--- src/bfks_pkg.sv ---
// ----------------------------------------------------------------------------
// bfks_pkg: shared types and constants
// Request and result payloads, request and status codes, and defaults for the
// bounded key/value queue with key search.
// ----------------------------------------------------------------------------
package bfks_pkg;

  localparam int unsigned DEPTH_DEF = 16;
  localparam int unsigned CAP_W     = 5;
  localparam int unsigned KEY_W     = 32;
  localparam int unsigned VAL_W     = 64;
  localparam int unsigned POS_W     = 6;
  localparam int unsigned OCC_W     = 5;
  localparam int unsigned MODE_W    = 3;
  localparam int unsigned STAT_W    = 3;

  localparam logic [CAP_W-1:0] CAP_RESET = CAP_W'(16);

  typedef enum logic [MODE_W-1:0] {
    MODE_PUSH    = 3'd0,
    MODE_POP     = 3'd1,
    MODE_SEARCH  = 3'd2,
    MODE_REPLACE = 3'd3,
    MODE_EDIT    = 3'd4,
    MODE_READ    = 3'd5,
    MODE_CLEAR   = 3'd6
  } mode_e;

  typedef enum logic [STAT_W-1:0] {
    ST_OK       = 3'd0,
    ST_FULL     = 3'd1,
    ST_EMPTY    = 3'd2,
    ST_NOTFOUND = 3'd3,
    ST_RANGE    = 3'd4
  } status_e;

  typedef struct packed {
    mode_e                   mode;
    logic signed [KEY_W-1:0] key_in;
    logic signed [KEY_W-1:0] old_key;
    logic [VAL_W-1:0]        value_word;
    logic [POS_W-1:0]        position;
  } req_t;

  typedef struct packed {
    status_e                 status;
    logic signed [KEY_W-1:0] key_out;
    logic [VAL_W-1:0]        value_out;
    logic [OCC_W-1:0]        occupancy;
    logic                    last;
  } rsp_t;

  function automatic rsp_t mk_rsp(status_e st, logic [KEY_W-1:0] key,
                                  logic [VAL_W-1:0] val, logic [OCC_W-1:0] occ,
                                  logic lst);
    rsp_t r;
    r.status    = st;
    r.key_out   = key;
    r.value_out = val;
    r.occupancy = occ;
    r.last      = lst;
    return r;
  endfunction

endpackage

--- src/bfks_if.sv ---
// ----------------------------------------------------------------------------
// bfks_if: channel interfaces
// Valid/ready channels for requests, results and the capacity write.
// ----------------------------------------------------------------------------
interface bfks_req_if;
  logic          valid;
  logic          ready;
  bfks_pkg::req_t data;
  modport source (output valid, output data, input ready);
  modport sink   (input valid, input data, output ready);
endinterface

interface bfks_rsp_if;
  logic          valid;
  logic          ready;
  bfks_pkg::rsp_t data;
  modport source (output valid, output data, input ready);
  modport sink   (input valid, input data, output ready);
endinterface

interface bfks_cfg_if;
  logic                        valid;
  logic                        ready;
  logic [bfks_pkg::CAP_W-1:0]  data;
  modport source (output valid, output data, input ready);
  modport sink   (input valid, input data, output ready);
endinterface

--- src/bfks_store.sv ---
// ----------------------------------------------------------------------------
// bfks_store: entry memory
// Key and value storage, one write port and one registered read port.
// ----------------------------------------------------------------------------
module bfks_store #(
  parameter int unsigned DEPTH = bfks_pkg::DEPTH_DEF,
  localparam int unsigned AW = (DEPTH > 1) ? $clog2(DEPTH) : 1
) (
  input  logic                          clk_i,
  input  logic                          wr_en_i,
  input  logic [AW-1:0]                 wr_addr_i,
  input  logic [bfks_pkg::KEY_W-1:0]    wr_key_i,
  input  logic [bfks_pkg::VAL_W-1:0]    wr_val_i,
  input  logic                          rd_en_i,
  input  logic [AW-1:0]                 rd_addr_i,
  output logic [bfks_pkg::KEY_W-1:0]    rd_key_o,
  output logic [bfks_pkg::VAL_W-1:0]    rd_val_o
);

  logic [bfks_pkg::KEY_W-1:0] key_mem [DEPTH];
  logic [bfks_pkg::VAL_W-1:0] val_mem [DEPTH];
  logic [bfks_pkg::KEY_W-1:0] rd_key_q;
  logic [bfks_pkg::VAL_W-1:0] rd_val_q;

  always_ff @(posedge clk_i) begin
    if (wr_en_i) begin
      key_mem[wr_addr_i] <= wr_key_i;
      val_mem[wr_addr_i] <= wr_val_i;
    end
    // hold read data until the next read
    if (rd_en_i) begin
      rd_key_q <= key_mem[rd_addr_i];
      rd_val_q <= val_mem[rd_addr_i];
    end
  end

  assign rd_key_o = rd_key_q;
  assign rd_val_o = rd_val_q;

endmodule

--- src/bfks_ctrl.sv ---
// ----------------------------------------------------------------------------
// bfks_ctrl: request sequencer
// Ring pointers, capacity register, scan sequencer with one shared key
// comparator, and the result register.
// ----------------------------------------------------------------------------
module bfks_ctrl #(
  parameter int unsigned DEPTH = bfks_pkg::DEPTH_DEF,
  localparam int unsigned AW = (DEPTH > 1) ? $clog2(DEPTH) : 1
) (
  input  logic                          clk_i,
  input  logic                          rst_ni,
  bfks_req_if.sink                      req_i,
  bfks_rsp_if.source                    rsp_o,
  bfks_cfg_if.sink                      cfg_i,
  output logic                          wr_en_o,
  output logic [AW-1:0]                 wr_addr_o,
  output logic [bfks_pkg::KEY_W-1:0]    wr_key_o,
  output logic [bfks_pkg::VAL_W-1:0]    wr_val_o,
  output logic                          rd_en_o,
  output logic [AW-1:0]                 rd_addr_o,
  input  logic [bfks_pkg::KEY_W-1:0]    rd_key_i,
  input  logic [bfks_pkg::VAL_W-1:0]    rd_val_i
);

  localparam int unsigned CW = $clog2(DEPTH + 1);
  localparam logic [6:0] DEPTH_X = 7'(DEPTH);
  localparam logic [AW:0] DEPTH_S = (AW + 1)'(DEPTH);

  typedef enum logic [2:0] {
    S_IDLE,
    S_EXEC,
    S_DATA,
    S_RD,
    S_CMP,
    S_FIN
  } state_e;

  state_e                          state_q, state_d;
  logic [AW-1:0]                   head_q, head_d;
  logic [CW-1:0]                   count_q, count_d;
  logic [CW-1:0]                   idx_q, idx_d;
  logic [bfks_pkg::CAP_W-1:0]      cap_q, cap_d;
  bfks_pkg::req_t                  req_q, req_d;
  logic                            hit_q, hit_d;
  logic                            pend_q, pend_d;
  logic [bfks_pkg::KEY_W-1:0]      pkey_q, pkey_d;
  logic [bfks_pkg::VAL_W-1:0]      pval_q, pval_d;
  logic                            ovalid_q, ovalid_d;
  bfks_pkg::rsp_t                  rsp_q, rsp_d;

  logic       out_free;
  logic [6:0] cap_x, eff_cap;
  logic       full, pos_ok, match, advance;
  logic [CW-1:0] idx_nxt;
  logic [bfks_pkg::KEY_W-1:0] target;

  // ring slot of an offset from the head; sum stays below twice DEPTH
  function automatic logic [AW-1:0] slot(logic [AW-1:0] base, logic [AW-1:0] off);
    logic [AW:0] s;
    s = {1'b0, base} + {1'b0, off};
    if (s >= DEPTH_S) begin
      s = s - DEPTH_S;
    end
    return s[AW-1:0];
  endfunction

  function automatic logic [bfks_pkg::OCC_W-1:0] occ(logic [CW-1:0] c);
    logic [6:0] x;
    x = 7'(c);
    return x[bfks_pkg::OCC_W-1:0];
  endfunction

  assign out_free = !ovalid_q || rsp_o.ready;
  assign cap_x    = 7'(cap_q);
  assign eff_cap  = (cap_x == 7'd0 || cap_x > DEPTH_X) ? DEPTH_X : cap_x;
  assign full     = 7'(count_q) >= eff_cap;
  assign pos_ok   = 7'(req_q.position) < 7'(count_q);
  assign target   = (req_q.mode == bfks_pkg::MODE_REPLACE) ? req_q.old_key : req_q.key_in;
  assign match    = rd_key_i == target;
  assign idx_nxt  = idx_q + CW'(1);

  always_comb begin
    state_d  = state_q;
    head_d   = head_q;
    count_d  = count_q;
    idx_d    = idx_q;
    cap_d    = cap_q;
    req_d    = req_q;
    hit_d    = hit_q;
    pend_d   = pend_q;
    pkey_d   = pkey_q;
    pval_d   = pval_q;
    ovalid_d = ovalid_q;
    rsp_d    = rsp_q;
    advance  = 1'b1;

    wr_en_o   = 1'b0;
    wr_addr_o = slot(head_q, AW'(idx_q));
    wr_key_o  = req_q.key_in;
    wr_val_o  = req_q.value_word;
    rd_en_o   = 1'b0;
    rd_addr_o = slot(head_q, AW'(idx_q));

    if (ovalid_q && rsp_o.ready) begin
      ovalid_d = 1'b0;
    end

    case (state_q)
      S_IDLE: begin
        if (req_i.valid) begin
          req_d   = req_i.data;
          state_d = S_EXEC;
        end
      end

      S_EXEC: begin
        case (req_q.mode)
          bfks_pkg::MODE_PUSH: begin
            if (out_free) begin
              ovalid_d = 1'b1;
              state_d  = S_IDLE;
              if (full) begin
                rsp_d = bfks_pkg::mk_rsp(bfks_pkg::ST_FULL, '0, '0, occ(count_q), 1'b1);
              end else begin
                wr_en_o   = 1'b1;
                wr_addr_o = slot(head_q, AW'(count_q));
                count_d   = count_q + CW'(1);
                rsp_d = bfks_pkg::mk_rsp(bfks_pkg::ST_OK, '0, '0,
                                         occ(count_q + CW'(1)), 1'b1);
              end
            end
          end
          bfks_pkg::MODE_POP: begin
            if (count_q != '0) begin
              rd_en_o   = 1'b1;
              rd_addr_o = head_q;
              state_d   = S_DATA;
            end else if (out_free) begin
              ovalid_d = 1'b1;
              state_d  = S_IDLE;
              rsp_d = bfks_pkg::mk_rsp(bfks_pkg::ST_EMPTY, '0, '0, occ(count_q), 1'b1);
            end
          end
          bfks_pkg::MODE_SEARCH, bfks_pkg::MODE_REPLACE: begin
            idx_d   = '0;
            hit_d   = 1'b0;
            pend_d  = 1'b0;
            state_d = (count_q == '0) ? S_FIN : S_RD;
          end
          bfks_pkg::MODE_EDIT: begin
            if (out_free) begin
              ovalid_d = 1'b1;
              state_d  = S_IDLE;
              if (pos_ok) begin
                wr_en_o   = 1'b1;
                wr_addr_o = slot(head_q, AW'(req_q.position));
                rsp_d = bfks_pkg::mk_rsp(bfks_pkg::ST_OK, '0, '0, occ(count_q), 1'b1);
              end else begin
                rsp_d = bfks_pkg::mk_rsp(bfks_pkg::ST_RANGE, '0, '0, occ(count_q), 1'b1);
              end
            end
          end
          bfks_pkg::MODE_READ: begin
            if (pos_ok) begin
              rd_en_o   = 1'b1;
              rd_addr_o = slot(head_q, AW'(req_q.position));
              state_d   = S_DATA;
            end else if (out_free) begin
              ovalid_d = 1'b1;
              state_d  = S_IDLE;
              rsp_d = bfks_pkg::mk_rsp(bfks_pkg::ST_RANGE, '0, '0, occ(count_q), 1'b1);
            end
          end
          bfks_pkg::MODE_CLEAR: begin
            if (out_free) begin
              head_d   = '0;
              count_d  = '0;
              ovalid_d = 1'b1;
              state_d  = S_IDLE;
              rsp_d = bfks_pkg::mk_rsp(bfks_pkg::ST_OK, '0, '0, '0, 1'b1);
            end
          end
          default: begin
            if (out_free) begin
              ovalid_d = 1'b1;
              state_d  = S_IDLE;
              rsp_d = bfks_pkg::mk_rsp(bfks_pkg::ST_OK, '0, '0, occ(count_q), 1'b1);
            end
          end
        endcase
      end

      S_DATA: begin
        if (out_free) begin
          ovalid_d = 1'b1;
          state_d  = S_IDLE;
          if (req_q.mode == bfks_pkg::MODE_POP) begin
            head_d  = slot(head_q, AW'(1));
            count_d = count_q - CW'(1);
            rsp_d = bfks_pkg::mk_rsp(bfks_pkg::ST_OK, rd_key_i, rd_val_i,
                                     occ(count_q - CW'(1)), 1'b1);
          end else begin
            rsp_d = bfks_pkg::mk_rsp(bfks_pkg::ST_OK, rd_key_i, rd_val_i,
                                     occ(count_q), 1'b1);
          end
        end
      end

      S_RD: begin
        rd_en_o = 1'b1;
        state_d = S_CMP;
      end

      S_CMP: begin
        if (match) begin
          if (req_q.mode == bfks_pkg::MODE_REPLACE) begin
            wr_en_o = 1'b1;
            hit_d   = 1'b1;
          end else if (!pend_q) begin
            pend_d = 1'b1;
            pkey_d = rd_key_i;
            pval_d = rd_val_i;
          end else if (out_free) begin
            // send the earlier match; it is not the final one
            ovalid_d = 1'b1;
            rsp_d = bfks_pkg::mk_rsp(bfks_pkg::ST_OK, pkey_q, pval_q, occ(count_q), 1'b0);
            pkey_d = rd_key_i;
            pval_d = rd_val_i;
          end else begin
            advance = 1'b0;
          end
        end
        if (advance) begin
          idx_d   = idx_nxt;
          state_d = (idx_nxt == count_q) ? S_FIN : S_RD;
        end
      end

      S_FIN: begin
        if (out_free) begin
          ovalid_d = 1'b1;
          state_d  = S_IDLE;
          if (req_q.mode == bfks_pkg::MODE_REPLACE) begin
            rsp_d = bfks_pkg::mk_rsp(hit_q ? bfks_pkg::ST_OK : bfks_pkg::ST_NOTFOUND,
                                     '0, '0, occ(count_q), 1'b1);
          end else if (pend_q) begin
            rsp_d = bfks_pkg::mk_rsp(bfks_pkg::ST_OK, pkey_q, pval_q, occ(count_q), 1'b1);
          end else begin
            rsp_d = bfks_pkg::mk_rsp(bfks_pkg::ST_NOTFOUND, '0, '0, occ(count_q), 1'b1);
          end
        end
      end

      default: begin
        state_d = S_IDLE;
      end
    endcase

    // capacity write empties the queue
    if (cfg_i.valid) begin
      cap_d   = cfg_i.data;
      head_d  = '0;
      count_d = '0;
    end
  end

  always_ff @(posedge clk_i or negedge rst_ni) begin
    if (!rst_ni) begin
      state_q  <= S_IDLE;
      head_q   <= '0;
      count_q  <= '0;
      idx_q    <= '0;
      cap_q    <= bfks_pkg::CAP_RESET;
      req_q    <= '0;
      hit_q    <= 1'b0;
      pend_q   <= 1'b0;
      pkey_q   <= '0;
      pval_q   <= '0;
      ovalid_q <= 1'b0;
      rsp_q    <= '0;
    end else begin
      state_q  <= state_d;
      head_q   <= head_d;
      count_q  <= count_d;
      idx_q    <= idx_d;
      cap_q    <= cap_d;
      req_q    <= req_d;
      hit_q    <= hit_d;
      pend_q   <= pend_d;
      pkey_q   <= pkey_d;
      pval_q   <= pval_d;
      ovalid_q <= ovalid_d;
      rsp_q    <= rsp_d;
    end
  end

  assign req_i.ready = (state_q == S_IDLE);
  assign cfg_i.ready = 1'b1;
  assign rsp_o.valid = ovalid_q;
  assign rsp_o.data  = rsp_q;

endmodule

--- src/bounded_fifo_with_key_search_top.sv ---
// ----------------------------------------------------------------------------
// bounded_fifo_with_key_search_top: bounded key/value queue with key search
// Ring of DEPTH key/value entries with push, pop, search, replace, positional
// edit/read and clear requests, and a run-time capacity register.
// ----------------------------------------------------------------------------
// Usage:
//   req_i  : one request per transfer (mode, key_in, old_key, value_word,
//            position). ready is high only while the sequencer is idle.
//   rsp_o  : result transfers; every request yields one result, except search,
//            which yields one per matching entry from the head, last marking
//            the final one, or a single not-found result.
//   cfg_i  : capacity write, always ready; any write empties the queue. Write
//            only while no request is in flight.
// Sequence: push, edit, clear and undefined modes load the result straight
//   from the registered request; pop and read first fetch the entry with one
//   memory read, except on an empty queue or an out-of-range position.
//   Search and replace walk the ring from the head with a single shared key
//   comparator, one memory read and one compare per stored entry. The next
//   request is taken once the final result is in the result register.
// Stall: a result waits in the output register; the sequencer holds when it
//   needs to load another result while that register is still full.
// Reset: queue empty, head at slot 0, capacity 16. Entry memory is not
//   cleared; only slots below the occupancy are ever read.
// ----------------------------------------------------------------------------
module bounded_fifo_with_key_search_top #(
  parameter int unsigned DEPTH = bfks_pkg::DEPTH_DEF
) (
  input  logic        clk_i,
  input  logic        rst_ni,
  bfks_req_if.sink    req_i,
  bfks_rsp_if.source  rsp_o,
  bfks_cfg_if.sink    cfg_i
);

  localparam int unsigned AW = (DEPTH > 1) ? $clog2(DEPTH) : 1;

  // memory ports between sequencer and entry store
  logic                        wr_en;
  logic [AW-1:0]               wr_addr;
  logic [bfks_pkg::KEY_W-1:0]  wr_key;
  logic [bfks_pkg::VAL_W-1:0]  wr_val;
  logic                        rd_en;
  logic [AW-1:0]               rd_addr;
  logic [bfks_pkg::KEY_W-1:0]  rd_key;
  logic [bfks_pkg::VAL_W-1:0]  rd_val;

  // sequencer: pointers, capacity, scan and result register
  bfks_ctrl #(
    .DEPTH (DEPTH)
  ) u_ctrl (
    .clk_i     (clk_i),
    .rst_ni    (rst_ni),
    .req_i     (req_i),
    .rsp_o     (rsp_o),
    .cfg_i     (cfg_i),
    .wr_en_o   (wr_en),
    .wr_addr_o (wr_addr),
    .wr_key_o  (wr_key),
    .wr_val_o  (wr_val),
    .rd_en_o   (rd_en),
    .rd_addr_o (rd_addr),
    .rd_key_i  (rd_key),
    .rd_val_i  (rd_val)
  );

  // entry store: one write, one registered read per cycle
  bfks_store #(
    .DEPTH (DEPTH)
  ) u_store (
    .clk_i     (clk_i),
    .wr_en_i   (wr_en),
    .wr_addr_i (wr_addr),
    .wr_key_i  (wr_key),
    .wr_val_i  (wr_val),
    .rd_en_i   (rd_en),
    .rd_addr_i (rd_addr),
    .rd_key_o  (rd_key),
    .rd_val_o  (rd_val)
  );

endmodule
--- src/flat_wrapper.sv ---
// flat-port wrapper written by rule: the top's interface ports become plain ports
module bounded_fifo_with_key_search_top_flat 
#(
  parameter int unsigned DEPTH = bfks_pkg::DEPTH_DEF
)
  (clk_i, rst_ni, req_i_valid, req_i_data, req_i_ready, rsp_o_valid, rsp_o_data, rsp_o_ready, cfg_i_valid, cfg_i_data, cfg_i_ready);
  bfks_req_if req_i_i ();
  bfks_rsp_if rsp_o_i ();
  bfks_cfg_if cfg_i_i ();
  input  logic clk_i;
  input  logic rst_ni;
  input wire logic [$bits(req_i_i.valid)-1:0] req_i_valid;
  input wire logic [$bits(req_i_i.data)-1:0] req_i_data;
  output wire logic [$bits(req_i_i.ready)-1:0] req_i_ready;
  output wire logic [$bits(rsp_o_i.valid)-1:0] rsp_o_valid;
  output wire logic [$bits(rsp_o_i.data)-1:0] rsp_o_data;
  input wire logic [$bits(rsp_o_i.ready)-1:0] rsp_o_ready;
  input wire logic [$bits(cfg_i_i.valid)-1:0] cfg_i_valid;
  input wire logic [$bits(cfg_i_i.data)-1:0] cfg_i_data;
  output wire logic [$bits(cfg_i_i.ready)-1:0] cfg_i_ready;
  assign req_i_i.valid = req_i_valid;
  assign req_i_i.data = req_i_data;
  assign req_i_ready = req_i_i.ready;
  assign rsp_o_valid = rsp_o_i.valid;
  assign rsp_o_data = rsp_o_i.data;
  assign rsp_o_i.ready = rsp_o_ready;
  assign cfg_i_i.valid = cfg_i_valid;
  assign cfg_i_i.data = cfg_i_data;
  assign cfg_i_ready = cfg_i_i.ready;
  bounded_fifo_with_key_search_top #(.DEPTH(DEPTH)) u_core (.clk_i(clk_i), .rst_ni(rst_ni), .req_i(req_i_i), .rsp_o(rsp_o_i), .cfg_i(cfg_i_i));
endmodule
--- config.mk ---
export PLATFORM = sky130hd
export DESIGN_NAME = bounded_fifo_with_key_search_top_flat
export DESIGN_NICKNAME = d
export VERILOG_FILES = /design/src/bfks_pkg.sv /design/src/bfks_if.sv /design/src/bfks_store.sv /design/src/bfks_ctrl.sv /design/src/bounded_fifo_with_key_search_top.sv /design/src/flat_wrapper.sv
export SDC_FILE = /design/constraint.sdc
export NUM_CORES = 2
export LEC_CHECK = 0
export BUFFER_PORTS_ARGS = -buffer_cell sky130_fd_sc_hd__buf_2
export CORE_MARGIN = 5
export CORE_UTILIZATION = 56
export DETAILED_ROUTE_END_ITERATION = 8
export GPL_TIMING_DRIVEN = 0
export MAX_ROUTING_LAYER = met4
export PLACE_DENSITY = 0.75
export SETUP_SLACK_MARGIN = 0.02
export SLEW_MARGIN = 15
export SYNTH_ARGS = -nofsm -noshare
export SYNTH_HDL_FRONTEND = slang
export SYNTH_HIERARCHICAL = 1
export SYNTH_SLANG_ARGS = --single-unit
--- constraint.sdc ---
create_clock -name clk_i -period 11.3 [get_ports clk_i]
set_input_delay 1.13 -clock clk_i [delete_from_list [all_inputs] [get_ports clk_i]]
set_output_delay 1.13 -clock clk_i [all_outputs]
set_load 0.01 [all_outputs]
# After elaboration in Yosys (flattened, before gate mapping)
# Memories as Yosys holds them, arrays and structs flattened. A register that Yosys moved wholly into a read port is not among the register bits.
# Index checks and enable logic that the tools add are counted.
# Widths: inputs -> output; s select.
[classes]
addsub = 11
n_lt_le_gt_ge = 7
n_eq_ne = 36
n_mux = 101
bitwise_logic = 1
n_reduce_logical = 23
[ops]
columns = ["op", "n"]
rows = [
  ["$mux 105", 15],
  ["$pmux 105 s6", 1],
  ["$pmux 105 s4", 1],
  ["$mux 104", 2],
  ["$mux 64", 2],
  ["$mux 103", 1],
  ["$mux 32", 3],
  ["$mux 4", 16],
  ["$mux 5", 9],
  ["$eq 32x32->1", 1],
  ["$pmux 5 s2", 3],
  ["$mux 1", 26],
  ["$ne 2x2->1 const B", 12],
  ["$pmux 4 s2", 3],
  ["$mux 3", 7],
  ["$ge 5x5->1 const B", 4],
  ["$ne 3x3->1 const B", 6],
  ["$ne 4x4->1 const B", 4],
  ["$sub 4x1->4 const B", 4],
  ["$add 4x4->5", 3],
  ["$eq 3x3->1 const B", 5],
  ["$pmux 3 s5", 1],
  ["$eq 3x2->1 const B", 4],
  ["$pmux 1 s2", 6],
  ["31 further kinds", 40],
]
[totals]
reg_bits = 363
ram_bits = 1536
wordCells = 201
mem_count = 2
[memory_table]
columns = ["memory", "words", "width", "read_ports", "rd_clocked_by_memory_dff", "wr", "line", "text"]
rows = [
  ["u_core.u_store.val_mem", 16, 64, 1, 1, 1, "bfks_store.sv:21", "logic [bfks_pkg::VAL_W-1:0] val_mem [DEPTH];"],
  ["u_core.u_store.key_mem", 16, 32, 1, 1, 1, "bfks_store.sv:20", "logic [bfks_pkg::KEY_W-1:0] key_mem [DEPTH];"],
]

# Logic depth before layout (Yosys ltp)
[depth]
word_depth = 10
ltp_mapped = 17

# By module
# Netlist, hierarchy kept.
[by_module_without_submodules]
columns = ["module", "n_inst", "cells_per_inst", "area_each_um2", "seq_area_each_um2"]
rows = [
  ["bfks_store", 1, 2460, 60315.3, 49007.0],
  ["bfks_ctrl", 1, 1558, 17578.1, 9085.0],
]

# Least setup slack after synthesis
# No wires, ideal clock.
[synth_timing]
kind = "register to register"
startpoint = "reg u_core/u_ctrl/cap_q[0] (netlist name)"
endpoint = "mem u_core/u_store/key_mem[0][0] (netlist name) (enable)"
setup_ns = 0.668
t_arrival_ns = 9.830
t_required_ns = 10.632
slack_ns = 0.801
path_stages_with_launch = 15
path_buffers = 0
period_less_slack_ns = 10.499
cell_sequence = "dfrtp_1 or4_1 ha_1 nand2b_1 ha_1 a21o_1 a31oi_1 o21ai_1 nor2_1 nand2_1 o22a_1 o22ai_1 a21oi_1 or3b_2 nor3_1"
[synth_between]
word_cells_on_any_way = 15
[synth_lines]
columns = ["element", "line", "text"]
rows = [
  ["from (decl)", "bfks_ctrl.sv:42", "logic [bfks_pkg::CAP_W-1:0] cap_q, cap_d;"],
  ["from (signal assigned)", "bfks_ctrl.sv:273", "cap_q <= bfks_pkg::CAP_RESET;"],
  ["from (signal assigned)", "bfks_ctrl.sv:286", "cap_q <= cap_d;"],
  ["$gt 5x5->1 or $logic_not 7->1 (tied branches)", "bfks_ctrl.sv:75", "assign eff_cap = (cap_x == 7'd0 || cap_x > DEPTH_X) ? DEPTH_X : cap_x;"],
  ["$logic_or 1x1->1", "bfks_ctrl.sv:75", ""],
  ["$mux 5 *", "bfks_ctrl.sv:75", ""],
  ["$ge 5x5->1 *", "bfks_ctrl.sv:76", "assign full = 7'(count_q) >= eff_cap;"],
  ["$mux 4 *", "bfks_ctrl.sv:122", "if (full) begin"],
  ["$mux 4 *", "bfks_ctrl.sv:119", "if (out_free) begin"],
  ["$pmux 4 s2 *", "bfks_ctrl.sv:117", "case (req_q.mode)"],
  ["$mux 4 *", "bfks_ctrl.sv:108", "case (state_q)"],
  ["named net u_core.wr_addr[2]", "bounded_fifo_with_key_search_top.sv:39", "logic [AW-1:0] wr_addr;"],
  ["to (decl)", "bfks_store.sv:20", ""],
]
# Mark *: on every way through the listed nets, which the timed path passes. The rest lies on a longest branch.

# Worst setup path in the final report
[layout_timing]
startpoint = "reg u_core.u_store.rd_key_q, in the netlist u_core/u_store/rd_key_o[27], read port of u_core.u_store.key_mem"
endpoint = "mem u_core/u_store/val_mem[0][33] (netlist name) (enable)"
[layout_between]
elab_chain_cells = 5
[layout_lines]
columns = ["element", "line", "text"]
rows = [
  ["from (decl)", "bfks_store.sv:22", "logic [bfks_pkg::KEY_W-1:0] rd_key_q;"],
  ["$eq 32x32->1", "bfks_ctrl.sv:79", "assign match = rd_key_i == target;"],
  ["$mux 1", "bfks_ctrl.sv:215", "if (match) begin"],
  ["$pmux 1 s2", "bfks_ctrl.sv:108", ""],
  ["named net u_core.wr_en", "bounded_fifo_with_key_search_top.sv:38", "logic wr_en;"],
  ["$mux 1", "bfks_store.sv:26", "if (wr_en_i) begin"],
  ["$mux 1 (implied by the code)", "bfks_store.sv:28", "val_mem[wr_addr_i] <= wr_val_i;"],
  ["to (decl)", "bfks_store.sv:21", ""],
]
# The timed path passes the listed nets, and every way through them passes these cells.

==> impl_metrics.py <==
metrics = {
    "routing": {
        "drc_errors": 0,
        "drtPass1Iterations": 8,
        "drtIter0Drc": 6544,
        "vias": 42900,
        "wl_um": 208000,
        "post_drt_wl_per_cell_um": 31.7,
        "postRouteAntennaNets": 0,
        "viasPerCell": 6.51,
    },
    "clocking": {
        "cts_tree": "built",
        "post_cts.repair.setup_buffers": 0,
        "root_buffer": "clkbuf_16",
        "cts.repair.resized": 0,
        "htree_levels": 4,
        "cts_made_buffers": 191,
        "path_clk_slew_ns": 0.06,
        "insertion_delay_ns": 0.83,
        "hold_buffers": 0,
        "clock_sinks": 1995,
        "cts_max_path_buffers": 3,
    },
    "setup_path": {
        "cp.arrival_ns": 6.85,
        "cp-start-kind": "flip-flop",
        "endpoint": "u_core/u_store/val_mem[0][33]",
        "critical_path.max_fanout": 8,
        "r2r_end": "u_core/u_store/val_mem[0][33]",
        "rr_worst_depth": 14,
        "r2r_slack_ns": 4.96,
        "crit_type": "reg -> reg",
        "crit_required_ns": 11.81,
        "crit_start": "u_core/u_store/rd_key_o[27]",
        "r2r_start": "u_core/u_store/rd_key_o[27]",
        "end_kind": "flip-flop",
    },
    "logic_synthesis": {
        "synth_simple_gate_area_share_pct": 2.32,
        "ys_seq_area_share_pct": 74.6,
        "ys_async_sr_fraction_pct": 18.2,
        "synth_ff_type": "edfxtp_1",
        "synth-edff-count": 1632,
        "syn_area_mm2": 0.0779,
        "ys_ff_latch": 1995,
        "avgSynthCellArea_um2": 19.4,
        "synthXorXnorAreaFrac_pct": 0.551,
        "synth.distinct_cells": 70,
        "synth_compound_area_share_pct": 4.83,
        "synthCells": 4018,
        "ys.warnings.count": 6,
        "synth_fp_nets": 4192,
        "synthMuxAreaShare_pct": 14.6,
        "synth_top_family_by_area": "multiplexers",
        "synth_fa_ha_area_share_pct": 0.463,
    },
    "global_route": {
        "grt_overflow": 0,
        "antenna_found_initial": 7,
        "grt_pass1_vias": 43600,
        "grt_pass1_wl_um": 302000,
        "grt_util_all_layers_pct": 29.4,
        "grt_max_degree": 96,
    },
    "timing": {
        "final.period_utilization_pct": 56.1,
        "worst_pin_slew_ns": 1.23,
        "slew_violations": 0,
        "max_slew_margin_pct": 17.5,
        "period_minus_slack_ns": 6.34,
        "fmax_mhz": 158,
        "fin_skew_ns": 0.0275,
        "setup_viol": 0,
        "rsz0062_at_grt": "no",
        "hold_violations": 0,
    },
    "floorplanning": {
        "start_util_pct": 56.5,
        "pin_count": 255,
        "die_width_um": 383,
        "die_y_um": 383,
        "fp-row-count": 136,
        "dieArea_mm2": 0.147,
        "fp.coreArea_mm2": 0.138,
    },
    "pwr": {
        "p_switching_uw": 7450,
        "intPower_uw": 16000,
        "power_leakage_uw": 0.0311,
        "p_sw_share_pct": 31.8,
        "pwr-share-clk_pct": 26.8,
        "powerDensity_mw_per_mm2": 260,
        "vdd_ir_drop_max_mv": 0.140,
        "seq_power_share_pct": 43.3,
        "comb_power_share_pct": 29.8,
    },
    "run_status": {
        "status": "completed",
    },
    "finish": {
        "nets": 4789,
        "drive_gt1_share_pct": 31.1,
        "finalNonFillerCells": 6579,
        "area_growth_pct": 15.7,
        "design_area_mm2": 0.0902,
        "fillCellCount": 8835,
        "regArea_mm2": 0.0581,
        "multi_input_area_mm2": 0.0179,
    },
    "placement": {
        "dpl_cell_area_mm2": 0.0839,
        "dpl.cell_count": 6215,
        "gp_congestion": 0.898,
        "numPortBuffers": 252,
        "dp_hpwl_um": 135000,
    },
    "job": {
        "cap_violations": 0,
    },
    "hold_path": {
        "hp-class": "in -> async",
    },
}
## registers in the layout (all words and copies together), names as in the netlist, 41 cells and up
name and count:
u_core/u_ctrl/wr_val_o 64, u_core/u_store/val_mem 1024, u_core/u_ctrl/rsp_o.data 105, u_core/u_store/key_mem 512, u_core/u_ctrl/pval_q 64, u_core/u_ctrl/req_q 41, u_core/u_store/rd_val_o 64
## through the flow
stage	total power [µW]	utilization, %	hold slack, ns	setup TNS, ns	setup WS [ns]
after floorplan	14600	-	0.450	0	0.801
after global placement	16900	59.1	0.469	-6001.64	-8.49
after detailed placement	17100	60.9	0.484	0	5.12
after CTS	23400	65.4	0.234	0	5.08
after global routing	24300	65.4	0.277	0	4.81
final	23400	65.4	0.250	0	4.96
## cells in the final DEF (no fill, tap or decap), drive strengths merged, types with 79 or more instances in the layout
master,instances
dfrtp,362
mux2,222
nor2,152
nand2,155
clkinv,79
a21oi,129
clkbuf,361
edfxtp,1632
mux4,384
buf,616
a22oi,295
## Yosys cell counts (5+ instances only)
| cell | number | share of area (%) |
|---|---|---|
| nand4_1 | 6 | 0.048 |
| buf_1 | 44 | 0.21 |
| o21ai_0 | 59 | 0.38 |
| ha_1 | 24 | 0.39 |
| nand2b_1 | 16 | 0.13 |
| nor2b_1 | 10 | 0.080 |
| nor2_1 | 152 | 0.73 |
| nand2_1 | 154 | 0.74 |
| mux2_2 | 182 | 2.6 |
| a21o_1 | 6 | 0.058 |
| xnor2_1 | 25 | 0.28 |
| nor4_1 | 6 | 0.048 |
| nand3b_1 | 5 | 0.048 |
| xor2_1 | 24 | 0.27 |
| a22oi_1 | 295 | 2.8 |
| o22ai_1 | 9 | 0.072 |
| nor3b_1 | 5 | 0.048 |
| a31oi_1 | 6 | 0.048 |
| mux2i_1 | 10 | 0.13 |
| clkbuf_1 | 109 | 0.53 |
| edfxtp_1 | 1632 | 63 |
| buf_6 | 27 | 0.39 |
| nand3_1 | 15 | 0.096 |
| a221oi_1 | 6 | 0.067 |
| dfrtp_1 | 362 | 12 |
| nor3_1 | 16 | 0.10 |
| mux2_4 | 40 | 0.77 |
| buf_2 | 25 | 0.16 |
| a21oi_1 | 128 | 0.82 |
| mux4_2 | 384 | 11 |
| a211oi_1 | 8 | 0.077 |
| a222oi_1 | 7 | 0.090 |
| buf_4 | 116 | 1.1 |
| inv_1 | 42 | 0.20 |
## kinds of logic after synthesis
| kind of cell | after synthesis |
|---|---|
| xor+xnor | 49 |
| simple gates | 408 |
| other cells | 1 |
| fa+ha+maj | 27 |
| mux | 616 |
| compound gates | 558 |
| flops | 1995 |
| buf+inv | 364 |
## worst max-delay path, stage by stage, from the launching register on
cell and delay [ns]:
edfxtp_1 0.60, xor2_1 0.25, nor4_1 1.05, nand4_1 0.21, a211oi_2 0.29, nand4_2 0.31
nand2b_1 0.32, o21ai_0 0.41, or3b_2 0.62, nor3_2 0.81, buf_4 0.35, buf_4 0.24
buf_6 0.17, buf_6 0.17, buf_4 0.21
## layout make-up
| type | count | share of cell area (%) |
|---|---|---|
| plain buffers | 321 | 2.09 |
| inverters | 43 | 0.179 |
| clock buffers | 252 | 5.85 |
| clock inverters | 102 | 1.00 |
| flip-flops and latches | 1995 | 64.4 |
| well taps | 1794 | 2.49 |
| diodes | 9 | 0.0250 |
| repair buffers | 404 | 4.08 |
| multi-input cells | 1659 | 19.9 |
## metal layers
| metal | routed length [µm] | global-route usage [%] | up-vias |
|---|---|---|---|
| met4 | 9540 | 12.2 | 0 |
| li1 | - | - | 17300 |
| met2 | 98800 | 44.5 | 2848 |
| met3 | 22900 | 6.88 | 462 |
| met5 | 0 | - | - |
| met1 | 77200 | 39.1 | 22200 |
## power by group through the flow
stage                     sequential, µW  clock, µW  combinational [µW]
after detailed placement           10300          0                6860
final                              10100       6280                6980
after global routing               10200       6680                7420
after global placement             10300          0                6550
after CTS                          10100       6360                6950
after floorplan                    10100          0                4460
## worst min path at each step
stage	startpoint	end	slack, ns	cells past startpoint
global route	rst_ni	u_core/u_ctrl/wr_val_o[55]	0.28	1
global placement	u_core/u_ctrl/hit_q	u_core/u_ctrl/hit_q	0.47	2
finish	rst_ni	u_core/u_ctrl/rsp_o.data[62]	0.25	1
detailed placement	u_core/u_ctrl/hit_q	u_core/u_ctrl/hit_q	0.48	2
CTS	rst_ni	u_core/u_ctrl/rsp_o.data[62]	0.23	1
floorplan	u_core/u_ctrl/hit_q	u_core/u_ctrl/hit_q	0.45	2
Note: power is estimated with default switching activity, not from simulation.
